$ cat src/rtl/ifd_pkg.sv
package ifd_pkg;

    // Header layout.
    localparam int unsigned HDR_BYTES = 8;
    localparam logic [7:0]  KIND_DATA = 8'd1;

    // Frame status codes.
    localparam logic [1:0] ST_OK    = 2'd0;
    localparam logic [1:0] ST_NEWER = 2'd1;
    localparam logic [1:0] ST_OLDER = 2'd2;
    localparam logic [1:0] ST_KIND  = 2'd3;

    // Result word kinds.
    localparam logic ITEM_DATA   = 1'b0;
    localparam logic ITEM_STATUS = 1'b1;

    // Configuration register indexes.
    localparam int unsigned CFG_IDX_W       = 1;
    localparam logic [0:0]  REG_MAX_PAYLOAD = 1'd0;
    localparam logic [0:0]  REG_OWN_VERSION = 1'd1;

    // Configuration reset values.
    localparam logic [31:0] MAX_PAYLOAD_RST = 32'hFFFF_FFFF;
    localparam logic [15:0] OWN_VERSION_RST = 16'd1;

    // Default depth of the result queue (power of two, at least 4).
    localparam int unsigned IFD_OUT_DEPTH = 4;

    // One result word.
    typedef struct packed {
        logic        item_kind;
        logic [7:0]  data_byte;
        logic [1:0]  frame_status;
        logic [15:0] peer_version;
        logic [31:0] delivered_length;
        logic        truncated;
        logic        last;
    } t_result;

    // Results produced by one input word: zero, one or two.
    typedef struct packed {
        logic [1:0] n;
        t_result    r0;
        t_result    r1;
    } t_push;

endpackage

$ cat src/rtl/ifd_ifs.sv
// Input byte channel.
interface ifd_rx_if;
    logic       valid;
    logic       ready;
    logic [7:0] rx_byte;

    modport source (output valid, output rx_byte, input ready);
    modport sink   (input valid, input rx_byte, output ready);
endinterface

// Result channel.
interface ifd_res_if;
    logic        valid;
    logic        ready;
    logic        item_kind;
    logic [7:0]  data_byte;
    logic [1:0]  frame_status;
    logic [15:0] peer_version;
    logic [31:0] delivered_length;
    logic        truncated;
    logic        last;

    modport source (output valid, output item_kind, output data_byte, output frame_status,
                    output peer_version, output delivered_length, output truncated,
                    output last, input ready);
    modport sink   (input valid, input item_kind, input data_byte, input frame_status,
                    input peer_version, input delivered_length, input truncated,
                    input last, output ready);
endinterface

// Configuration write channel.
interface ifd_cfg_if;
    logic        valid;
    logic        ready;
    logic [0:0]  index;
    logic [31:0] data;

    modport source (output valid, output index, output data, input ready);
    modport sink   (input valid, input index, input data, output ready);
endinterface

$ cat src/rtl/ifd_out_fifo.sv
module ifd_out_fifo
    import ifd_pkg::*;
#(
    parameter int unsigned DEPTH = IFD_OUT_DEPTH
) (
    input  logic              i_clk,
    input  logic              i_rst_n,
    input  t_push             i_push,
    output logic              o_room,
    ifd_res_if.source         o_res
);

    localparam int unsigned PTR_W = $clog2(DEPTH);
    localparam int unsigned CNT_W = $clog2(DEPTH + 1);

    t_result              r_mem [DEPTH];
    logic [PTR_W-1:0]     r_wr_ptr;
    logic [PTR_W-1:0]     r_rd_ptr;
    logic [CNT_W-1:0]     r_count;
    logic [PTR_W-1:0]     n_wr_ptr;
    logic [PTR_W-1:0]     wr_ptr_p1;
    logic [CNT_W-1:0]     n_count;
    logic                 pop;
    t_result              head;

    // Room for the two words one input word can produce.
    assign o_room = (r_count <= CNT_W'(DEPTH - 2));

    assign pop       = o_res.valid && o_res.ready;
    assign wr_ptr_p1 = r_wr_ptr + PTR_W'(1);
    assign n_wr_ptr  = r_wr_ptr + PTR_W'(i_push.n);
    assign n_count   = r_count + CNT_W'(i_push.n) - CNT_W'(pop);

    // Queue storage, up to two writes per cycle at consecutive entries.
    always_ff @(posedge i_clk) begin
        if (i_push.n != 2'd0) begin
            r_mem[r_wr_ptr] <= i_push.r0;
        end
        if (i_push.n == 2'd2) begin
            r_mem[wr_ptr_p1] <= i_push.r1;
        end
    end

    // Pointers and fill count.
    always_ff @(posedge i_clk) begin
        if (!i_rst_n) begin
            r_wr_ptr <= '0;
            r_rd_ptr <= '0;
            r_count  <= '0;
        end else begin
            r_wr_ptr <= n_wr_ptr;
            r_count  <= n_count;
            if (pop) begin
                r_rd_ptr <= r_rd_ptr + PTR_W'(1);
            end
        end
    end

    // Head of the queue drives the result channel.
    assign head                   = r_mem[r_rd_ptr];
    assign o_res.valid            = (r_count != '0);
    assign o_res.item_kind        = head.item_kind;
    assign o_res.data_byte        = head.data_byte;
    assign o_res.frame_status     = head.frame_status;
    assign o_res.peer_version     = head.peer_version;
    assign o_res.delivered_length = head.delivered_length;
    assign o_res.truncated        = head.truncated;
    assign o_res.last             = head.last;

endmodule

$ cat src/rtl/ipc_frame_deframer.sv
// Result words are registered in the result queue and offered from its head in order.
// Throughput: one input word per cycle; a word closing a delivered payload makes two
// result words, and input ready drops while the result queue has under two free entries.
// Reset: synchronous, active low; clears the frame parser, the queue and sets
// max_payload to all ones and own_version to one.
module ipc_frame_deframer
    import ifd_pkg::*;
#(
    parameter int unsigned OUT_DEPTH = IFD_OUT_DEPTH
) (
    input  logic      i_clk,
    input  logic      i_rst_n,
    ifd_rx_if.sink    i_rx,
    ifd_res_if.source o_res,
    ifd_cfg_if.sink   i_cfg
);

    // Configuration registers.
    logic [31:0] r_max_payload;
    logic [15:0] r_own_version;

    // Frame parser state.
    logic [2:0]  r_hdr_cnt;
    logic        r_in_payload;
    logic [15:0] r_version;
    logic [7:0]  r_kind;
    logic [23:0] r_len;
    logic [31:0] r_remaining;
    logic [31:0] r_delivered;
    logic [1:0]  r_status;
    logic        r_skipped;

    logic        n_in_payload;
    logic [31:0] n_remaining;
    logic [31:0] n_delivered;
    logic [1:0]  n_status;
    logic        n_skipped;

    logic        accept;
    logic        room;
    logic [7:0]  rx_b;
    logic [31:0] full_len;
    logic        len_empty;
    logic [31:0] pay_len;
    logic        deliver;
    logic        pay_close;
    t_push       push;
    t_result     data_res;
    t_result     stat_res;

    assign i_cfg.ready = 1'b1;
    assign i_rx.ready  = room;
    assign accept      = i_rx.valid && room;
    assign rx_b        = i_rx.rx_byte;

    // Configuration writes.
    always_ff @(posedge i_clk) begin
        if (!i_rst_n) begin
            r_max_payload <= MAX_PAYLOAD_RST;
            r_own_version <= OWN_VERSION_RST;
        end else if (i_cfg.valid) begin
            unique case (i_cfg.index)
                REG_MAX_PAYLOAD: r_max_payload <= i_cfg.data;
                REG_OWN_VERSION: r_own_version <= i_cfg.data[15:0];
                default: ;
            endcase
        end
    end

    // Full length as completed by the last header byte, and the payload length.
    assign full_len  = {r_len, rx_b};
    assign len_empty = (full_len <= 32'(HDR_BYTES));
    assign pay_len   = len_empty ? 32'd0 : full_len - 32'(HDR_BYTES);

    // Status from the version and kind fields of a complete header.
    always_comb begin
        priority if (r_version > r_own_version) begin
            n_status = ST_NEWER;
        end else if (r_version < r_own_version) begin
            n_status = ST_OLDER;
        end else if (r_kind != KIND_DATA) begin
            n_status = ST_KIND;
        end else begin
            n_status = ST_OK;
        end
    end

    // Payload byte handling.
    assign deliver     = (r_status == ST_OK) && (r_delivered < r_max_payload);
    assign n_delivered = r_delivered + 32'(deliver);
    assign n_skipped   = r_skipped || ((r_status == ST_OK) && !deliver);
    assign pay_close   = (r_remaining == 32'd1);
    assign n_remaining = r_remaining - 32'd1;

    // Result words for this input word.
    always_comb begin
        data_res                  = '0;
        data_res.item_kind        = ITEM_DATA;
        data_res.data_byte        = rx_b;
        data_res.frame_status     = ST_OK;
        data_res.peer_version     = r_version;
        data_res.delivered_length = n_delivered;

        stat_res                  = '0;
        stat_res.item_kind        = ITEM_STATUS;
        stat_res.peer_version     = r_version;
        stat_res.last             = 1'b1;
        if (r_in_payload) begin
            stat_res.frame_status     = r_status;
            stat_res.delivered_length = n_delivered;
            stat_res.truncated        = n_skipped && (r_status == ST_OK);
        end else begin
            stat_res.frame_status     = n_status;
            stat_res.delivered_length = 32'd0;
            stat_res.truncated        = 1'b0;
        end

        push    = '0;
        push.r0 = data_res;
        push.r1 = stat_res;
        if (accept) begin
            if (r_in_payload) begin
                push.n = 2'(deliver) + 2'(pay_close);
                if (!deliver) begin
                    push.r0 = stat_res;
                end
            end else if ((r_hdr_cnt == 3'(HDR_BYTES - 1)) && len_empty) begin
                push.n  = 2'd1;
                push.r0 = stat_res;
            end
        end
    end

    // Next payload-phase flag.
    always_comb begin
        n_in_payload = r_in_payload;
        if (accept) begin
            if (r_in_payload) begin
                n_in_payload = !pay_close;
            end else if (r_hdr_cnt == 3'(HDR_BYTES - 1)) begin
                n_in_payload = !len_empty;
            end
        end
    end

    // Parser registers.
    always_ff @(posedge i_clk) begin
        if (!i_rst_n) begin
            r_hdr_cnt    <= '0;
            r_in_payload <= 1'b0;
            r_version    <= '0;
            r_kind       <= '0;
            r_len        <= '0;
            r_remaining  <= '0;
            r_delivered  <= '0;
            r_status     <= ST_OK;
            r_skipped    <= 1'b0;
        end else if (accept) begin
            r_in_payload <= n_in_payload;
            if (r_in_payload) begin
                r_delivered <= n_delivered;
                r_skipped   <= n_skipped;
                r_remaining <= n_remaining;
            end else begin
                r_hdr_cnt <= r_hdr_cnt + 3'd1;
                unique case (r_hdr_cnt)
                    3'd0: begin
                        r_version[15:8] <= rx_b;
                        r_delivered     <= '0;
                        r_skipped       <= 1'b0;
                    end
                    3'd1: r_version[7:0] <= rx_b;
                    3'd2: r_kind <= rx_b;
                    3'd3: ;
                    default: r_len <= full_len[23:0];
                endcase
                if (r_hdr_cnt == 3'(HDR_BYTES - 1)) begin
                    r_status    <= n_status;
                    r_remaining <= pay_len;
                end
            end
        end
    end

    // Result queue.
    ifd_out_fifo #(
        .DEPTH (OUT_DEPTH)
    ) u_out_fifo (
        .i_clk   (i_clk),
        .i_rst_n (i_rst_n),
        .i_push  (push),
        .o_room  (room),
        .o_res   (o_res)
    );

endmodule

$ cat src/flat_wrapper.sv
// flat-port wrapper written by rule: the top's interface ports become plain ports
module ipc_frame_deframer_flat import ifd_pkg::*;
#(
    parameter int unsigned OUT_DEPTH = IFD_OUT_DEPTH
)
  (i_clk, i_rst_n, i_rx_valid, i_rx_rx_byte, i_rx_ready, o_res_valid, o_res_item_kind, o_res_data_byte, o_res_frame_status, o_res_peer_version, o_res_delivered_length, o_res_truncated, o_res_last, o_res_ready, i_cfg_valid, i_cfg_index, i_cfg_data, i_cfg_ready);
  ifd_rx_if i_rx_i ();
  ifd_res_if o_res_i ();
  ifd_cfg_if i_cfg_i ();
  input  logic i_clk;
  input  logic i_rst_n;
  input wire logic [$bits(i_rx_i.valid)-1:0] i_rx_valid;
  input wire logic [$bits(i_rx_i.rx_byte)-1:0] i_rx_rx_byte;
  output wire logic [$bits(i_rx_i.ready)-1:0] i_rx_ready;
  output wire logic [$bits(o_res_i.valid)-1:0] o_res_valid;
  output wire logic [$bits(o_res_i.item_kind)-1:0] o_res_item_kind;
  output wire logic [$bits(o_res_i.data_byte)-1:0] o_res_data_byte;
  output wire logic [$bits(o_res_i.frame_status)-1:0] o_res_frame_status;
  output wire logic [$bits(o_res_i.peer_version)-1:0] o_res_peer_version;
  output wire logic [$bits(o_res_i.delivered_length)-1:0] o_res_delivered_length;
  output wire logic [$bits(o_res_i.truncated)-1:0] o_res_truncated;
  output wire logic [$bits(o_res_i.last)-1:0] o_res_last;
  input wire logic [$bits(o_res_i.ready)-1:0] o_res_ready;
  input wire logic [$bits(i_cfg_i.valid)-1:0] i_cfg_valid;
  input wire logic [$bits(i_cfg_i.index)-1:0] i_cfg_index;
  input wire logic [$bits(i_cfg_i.data)-1:0] i_cfg_data;
  output wire logic [$bits(i_cfg_i.ready)-1:0] i_cfg_ready;
  assign i_rx_i.valid = i_rx_valid;
  assign i_rx_i.rx_byte = i_rx_rx_byte;
  assign i_rx_ready = i_rx_i.ready;
  assign o_res_valid = o_res_i.valid;
  assign o_res_item_kind = o_res_i.item_kind;
  assign o_res_data_byte = o_res_i.data_byte;
  assign o_res_frame_status = o_res_i.frame_status;
  assign o_res_peer_version = o_res_i.peer_version;
  assign o_res_delivered_length = o_res_i.delivered_length;
  assign o_res_truncated = o_res_i.truncated;
  assign o_res_last = o_res_i.last;
  assign o_res_i.ready = o_res_ready;
  assign i_cfg_i.valid = i_cfg_valid;
  assign i_cfg_i.index = i_cfg_index;
  assign i_cfg_i.data = i_cfg_data;
  assign i_cfg_ready = i_cfg_i.ready;
  ipc_frame_deframer #(.OUT_DEPTH(OUT_DEPTH)) u_core (.i_clk(i_clk), .i_rst_n(i_rst_n), .i_rx(i_rx_i), .o_res(o_res_i), .i_cfg(i_cfg_i));
endmodule
$ cat config.mk
export PLATFORM = sky130hd
export DESIGN_NAME = ipc_frame_deframer_flat
export DESIGN_NICKNAME = d
export VERILOG_FILES = /design/src/rtl/ifd_pkg.sv /design/src/rtl/ifd_ifs.sv /design/src/rtl/ifd_out_fifo.sv /design/src/rtl/ipc_frame_deframer.sv /design/src/flat_wrapper.sv
export SDC_FILE = /design/constraint.sdc
export NUM_CORES = 1
export LEC_CHECK = 0
export BUFFER_PORTS_ARGS = -buffer_cell sky130_fd_sc_hd__buf_2
export CORE_MARGIN = 8
export CORE_UTILIZATION = 35
export CTS_CLUSTER_SIZE = 28
export DETAILED_ROUTE_END_ITERATION = 10
export GPL_TIMING_DRIVEN = 1
export PLACE_DENSITY_LB_ADDON = 0.1
export SLEW_MARGIN = 10
export SYNTH_ARGS = -nofsm -noshare
export SYNTH_HDL_FRONTEND = slang
export SYNTH_SLANG_ARGS = --single-unit
$ cat constraint.sdc
create_clock -name i_clk -period 7.15 [get_ports i_clk]
set_input_delay 2.145 -clock i_clk [delete_from_list [all_inputs] [get_ports i_clk]]
set_output_delay 2.145 -clock i_clk [all_outputs]
set_load 0.01 [all_outputs]
**Word-level counts from Yosys, hierarchy flattened**

Memories as Yosys holds them, arrays and structs flattened. A register that Yosys moved wholly into a read port is not among the register bits.
Index checks and enable logic that the tools add are counted.

- Add/subtract/negate cells: 10
- $lt $le $gt $ge: 5
- Equality and inequality tests: 7
- Multiplexer cells: 24
- Bitwise logic cells: 3
- Reduce and logical (&&, ||, !) cells: 27

Operators with widths:

| operator | number |
|---|---|
| $mux W32 | 5 |
| $mux W63 | 2 |
| $mux W62 | 1 |
| $mux W61 | 1 |
| $mux W33 | 1 |
| $add A32 B1 Y32 | 1 |
| $eq A32 B1 Y1 const B | 1 |
| $le A32 B4 Y1 const B | 1 |
| $lt A32 B32 Y1 | 1 |
| $sub A32 B1 Y32 const B | 1 |
| $sub A32 B4 Y32 const B | 1 |
| $gt A16 B16 Y1 | 1 |
| $lt A16 B16 Y1 | 1 |
| $reduce_and A3 Y1 | 5 |
| $mux W2 | 6 |
| $reduce_and A2 Y1 | 5 |
| $mux W1 | 8 |
| $ne A8 B1 Y1 const B | 1 |
| $eq A3 B2 Y1 const B | 2 |
| $logic_and A1 B1 Y1 | 6 |
| $reduce_bool A2 Y1 | 3 |
| $add A2 B1 Y2 const B | 2 |
| $reduce_or A4 Y1 | 1 |
| $add A3 B1 Y3 const B | 1 |
| 14 further kinds | 18 |

- Register bits: 174
- Memory bits (writable): 244
- Bits of input ports: 46
- Output and inout port bits: 64
- Word-level logic and storage cells: 92
- Memories kept: 1

Memories:

| memory | words | bits a word | read ports | clocked after memory_dff | write ports | RTL line | text |
|---|---|---|---|---|---|---|---|
| u_core.u_out_fifo.r_mem | 4 | 61 | 1 | 1 | 2 | ifd_out_fifo.sv:16 | `t_result r_mem [DEPTH];` |

**Longest topological paths before layout**

- Depth in word-level cells: 13
- Gate-level depth with buffers: 19
- Depth with buffers taken out: 18

**By module**

A second synthesis with hierarchy kept.

- Cells, all modules: 1,973
- Area total of the unflattened synthesis: 22,318.9 sq um

By module, submodules not included:

| module | times used | cells each | area each (sq um) | sequential area each (sq um) |
|---|---|---|---|---|
| ifd_out_fifo | 1 | 645 | 12,396.9 | 7,507.2 |
| ipc_frame_deframer | 1 | 1,328 | 9,922.0 | 3,343.2 |

**Least setup slack after synthesis**

No wires, ideal clock.

- Kind: input port to flip-flop
- Start point: in i_rx_rx_byte[7]
- End point: mem u_core.u_out_fifo.r_mem[0][10] (netlist name), enable pin
- Setup time: 405 ps
- Arrival: 5,326 ps
- Data required time: 6,745 ps
- Slack: 1,419 ps
- Stages: 7
- Path buffers: 2
- Cell sequence: or4_1 -> or4_4 -> or4b_1 -> buf_4 -> o21a_1 -> buf_2 -> inv_1

RTL lines:

| item | RTL line | text |
|---|---|---|
| from (decl) | flat_wrapper.sv:13 | `input wire logic [$bits(i_rx_i.rx_byte)-1:0] i_rx_rx_byte;` |
| to (decl) | ifd_out_fifo.sv:16 |  |

==> impl_metrics.csv <==
group,metric,value,unit
critical_path,reg2reg_depth,14,
detailed_routing,post_drt_via_cell_ratio,5.27,
critical_path,r2r-start,"u_core.r_delivered[1]",
detailed_routing,wl_per_cell,21.4,um
sta,worst_pin_slew,1.12,ns
synth,synthArstFlopShare,0,%
critical_path,end_kind,"register",
synth,syn_avg_cell_area,10.7,um2
critical_path,cpMostUsedCell,"ha_1",
critical_path,cp.required,7.46,ns
cells_and_area,final_common_cell,"dfxtp_1",
detailed_routing,drt-pass1-iter-count,7,
sta,fin_crit,5.33,ns
clock_network,cts-root-buf,"clkbuf_16",
critical_path,worst_path_max_delay_cell,"nor3_1",
clock_network,cts_sinks,416,
critical_path,cpPeakStageDelay,0.58,ns
sta,setup_tns,0,ns
global_route,grt_overflow,0,
run_status,status,"completed",
sta,fmax,188,MHz
clock_network,clk_path_buf_depth,3,
sta,grt_setup_unrepaired,"false",
cells_and_area,fillers,5557,
global_route,antenna_found_initial,2,
synth,synth-seq-area-share,52.0,%
clock_network,clk_pin_slew_worst_paths,0.06,ns
synth,netlist_instances,1863,
sta,period_share,74.6,%
sta,hold_viol,0,
floorplan,floorplan.initialDensity,35.3,%
hold_path,holdPathStages,2,
global_route,grt_pass1_wl,89100,um
global_route,grt_usage,17.9,%
clock_network,cts_resized,0,
synth,yosysUniqueCellTypes,75,
floorplan,io_pins,110,
global_route,grt_pass1_vias,14500,
critical_path,path_max_fanout,12,
detailed_routing,drtAntennaViolNets,0,
detailed_routing,totalWireLength,58300,um
critical_path,startpoint_type,"register",
sta,skew,0.0219,ns
power,vdd_drop_max,0.176,mV
global_route,grt_max_degree,69,
clock_network,postCtsHoldBufs,0,
placement,port-buffer-count,108,
synth,synth_edf_count,204,
clock_network,post_cts_buffers,0,
detailed_routing,vias,14400,
cells_and_area,nets,2043,
placement,dp.cells,2638,
critical_path,worstReg2RegEnd,"u_core.u_out_fifo.r_mem[3][30]",
critical_path,critical-path-top-delay-family,"simple AND/OR/NAND/NOR gates",
synth,ys_seq_elements,416,
synth,synth-main-ff-cell,"dfxtp_1",
clock_network,tritoncts,"yes",
cells_and_area,instances_no_fill,2728,
clock_network,clk_latency,0.59,ns
hold_path,hp-start,"u_core.r_own_version[7]",
critical_path,crit_type,"reg -> reg",
hold_path,hold_path.class,"reg -> reg",
critical_path,timing.critical_path.buf_inv,0,
critical_path,r2r_slack,1.82,ns
placement,dp_hpwl,39000,um
floorplan,rows,87,
critical_path,cp.arrival,5.64,ns
detailed_routing,drc,0,
sta,holdWs,0.468,ns
floorplan,fp.dieH,255,um
hold_path,holdPathEnd,"u_core.r_own_version[7]",
critical_path,path_cells,"ha_1, a2111oi_0, a2111oi_0, o311a_1, or2_0, nor2_1, ha_1, ha_1, and4_1, nand4_1, nor3_1, and3_1, xnor2_1, nor2_1",
power,p_leak,8.37,nW
cells_and_area,area_growth_syn_to_layout,14.2,%
floorplan,die_w,255,um
power,power-per-cell-area,277,nW/um2
sta,relSlewSlack,25.0,%
detailed_routing,drt_iter0_drc,923,
placement,gp_routability_congestion,0.810,
cells_and_area,final_cell_mix,"210 x dfxtp_1, 204 x edfxtp_1, 185 x nor2_1",
synth,synth-warning-count,0,
synth,syn_area,19900,um2
floorplan,die_area,64800,um2
cells_and_area,drive_gt1_share,15.1,%
clock_network,htree_levels,2,
clock_network,cts_buffers,49,
sta,drv_slew,0,
sta,finalSetupViolations,0,
floorplan,core,56400,um2
job,cap_violations,0,
synth,syn_nets,1973,
==> routing by layer <==
layer | vias up | wire [um] | GRT usage (%)
li1 | 6894 | - | -
met3 | 75 | 2380 | 2.61
met2 | 294 | 28300 | 30.5
met5 | - | 0 | 0
met4 | 0 | 1210 | 4.83
met1 | 7118 | 26300 | 23.6
==> worst register-to-register path: stages, from the launching register on <==
cell and delay (ns):
dfxtp_1 0.45, ha_1 0.27, a2111oi_0 0.41, a2111oi_0 0.15, o311a_1 0.36, or2_0 0.57, nor2_1 0.38, ha_1 0.32
ha_1 0.29, and4_1 0.35, nand4_1 0.26, nor3_1 0.58, and3_1 0.32, xnor2_1 0.27, nor2_1 0.10
==> sequential cells by signal, summed over array words and instances (netlist names), 3 cells and up, named ones only <==
signal / flops
u_core.u_out_fifo.r_count: 3
u_core.r_remaining: 32
u_core.r_len: 24
u_core.r_own_version: 16
u_core.r_version: 16
u_core.r_kind: 8
u_core.r_hdr_cnt: 3
u_core.r_max_payload: 32
u_core.r_delivered: 32
u_core.u_out_fifo.r_mem: 240
==> where the power goes <==
group	switching, mW	internal, mW	leakage (nW)
Clock	1.00	1.42	0.755
Combinational	0.606	0.560	3.73
Sequential	0.170	2.54	3.88
Total	1.78	4.52	8.37
==> cell type report <==
| class | count | area (um2) | share of cell area (%) |
|---|---|---|---|
| inverter | 70 | 263 | 1.15 |
| tap | 756 | 946 | 4.16 |
| multi-input combinational | 1262 | 8850 | 38.9 |
| clock buffer | 78 | 1450 | 6.38 |
| antenna | 1 | 2.50 | 0.0110 |
| clock inverter | 11 | 87.6 | 0.385 |
| timing repair buffer | 134 | 776 | 3.41 |
| sequential | 416 | 10400 | 45.6 |
==> stage by stage <==
step	setup WS (ns)	utilization [%]	total power [mW]	instance area, um2
floorplan	1.42	-	3.50	19900
global placement	1.35	37.6	3.97	21200
detailed placement	1.29	37.6	3.97	21200
CTS	1.82	40.4	6.42	22800
global route	1.35	40.4	6.61	22800
finish	1.82	40.4	6.30	22800
==> worst max path at each step <==
stage                           from                        endpoint  slack [ns]  cells after the start
2_1_floorplan        i_rx_rx_byte[7]  u_core.u_out_fifo.r_mem[0][10]        1.42                      7
3_3_place_gp         i_rx_rx_byte[4]  u_core.u_out_fifo.r_mem[3][21]        1.35                      9
3_5_place_dp         i_rx_rx_byte[7]  u_core.u_out_fifo.r_mem[1][32]        1.29                      9
4_1_cts        u_core.r_delivered[1]  u_core.u_out_fifo.r_mem[3][30]        1.82                     14
5_1_grt        u_core.r_delivered[1]  u_core.u_out_fifo.r_mem[1][33]        1.35                     12
6_report       u_core.r_delivered[1]  u_core.u_out_fifo.r_mem[3][30]        1.82                     14
==> cells in the mapped netlist, drive strengths merged, types with 37 or more instances <==
library cell | count | area [um2]
dfxtp | 212 | 4240
edfxtp | 204 | 6130
nor2 | 185 | 694
nand2 | 183 | 699
clkbuf | 94 | 353
nor2b | 76 | 475
inv | 69 | 259
ha | 63 | 788
nand3 | 62 | 315
o21ai | 62 | 310
mux4 | 60 | 1350
a21oi | 57 | 289
and2 | 57 | 357
a21boi | 50 | 375
o211ai | 40 | 300
xor2 | 37 | 324
==> kinds of logic (layout without fill, tap and decap cells) <==
kind of cell,count (synthesis),after routing,synth area share (%)
fa+ha+maj,64,64,4.06
buf+inv,185,293,3.66
xor+xnor,60,60,2.64
other cells,1,2,0.0188
mux,89,89,8.25
flops,416,416,52.0
simple gates,707,707,17.6
compound gates,341,341,11.8
Power figures use the tool's default switching activity.
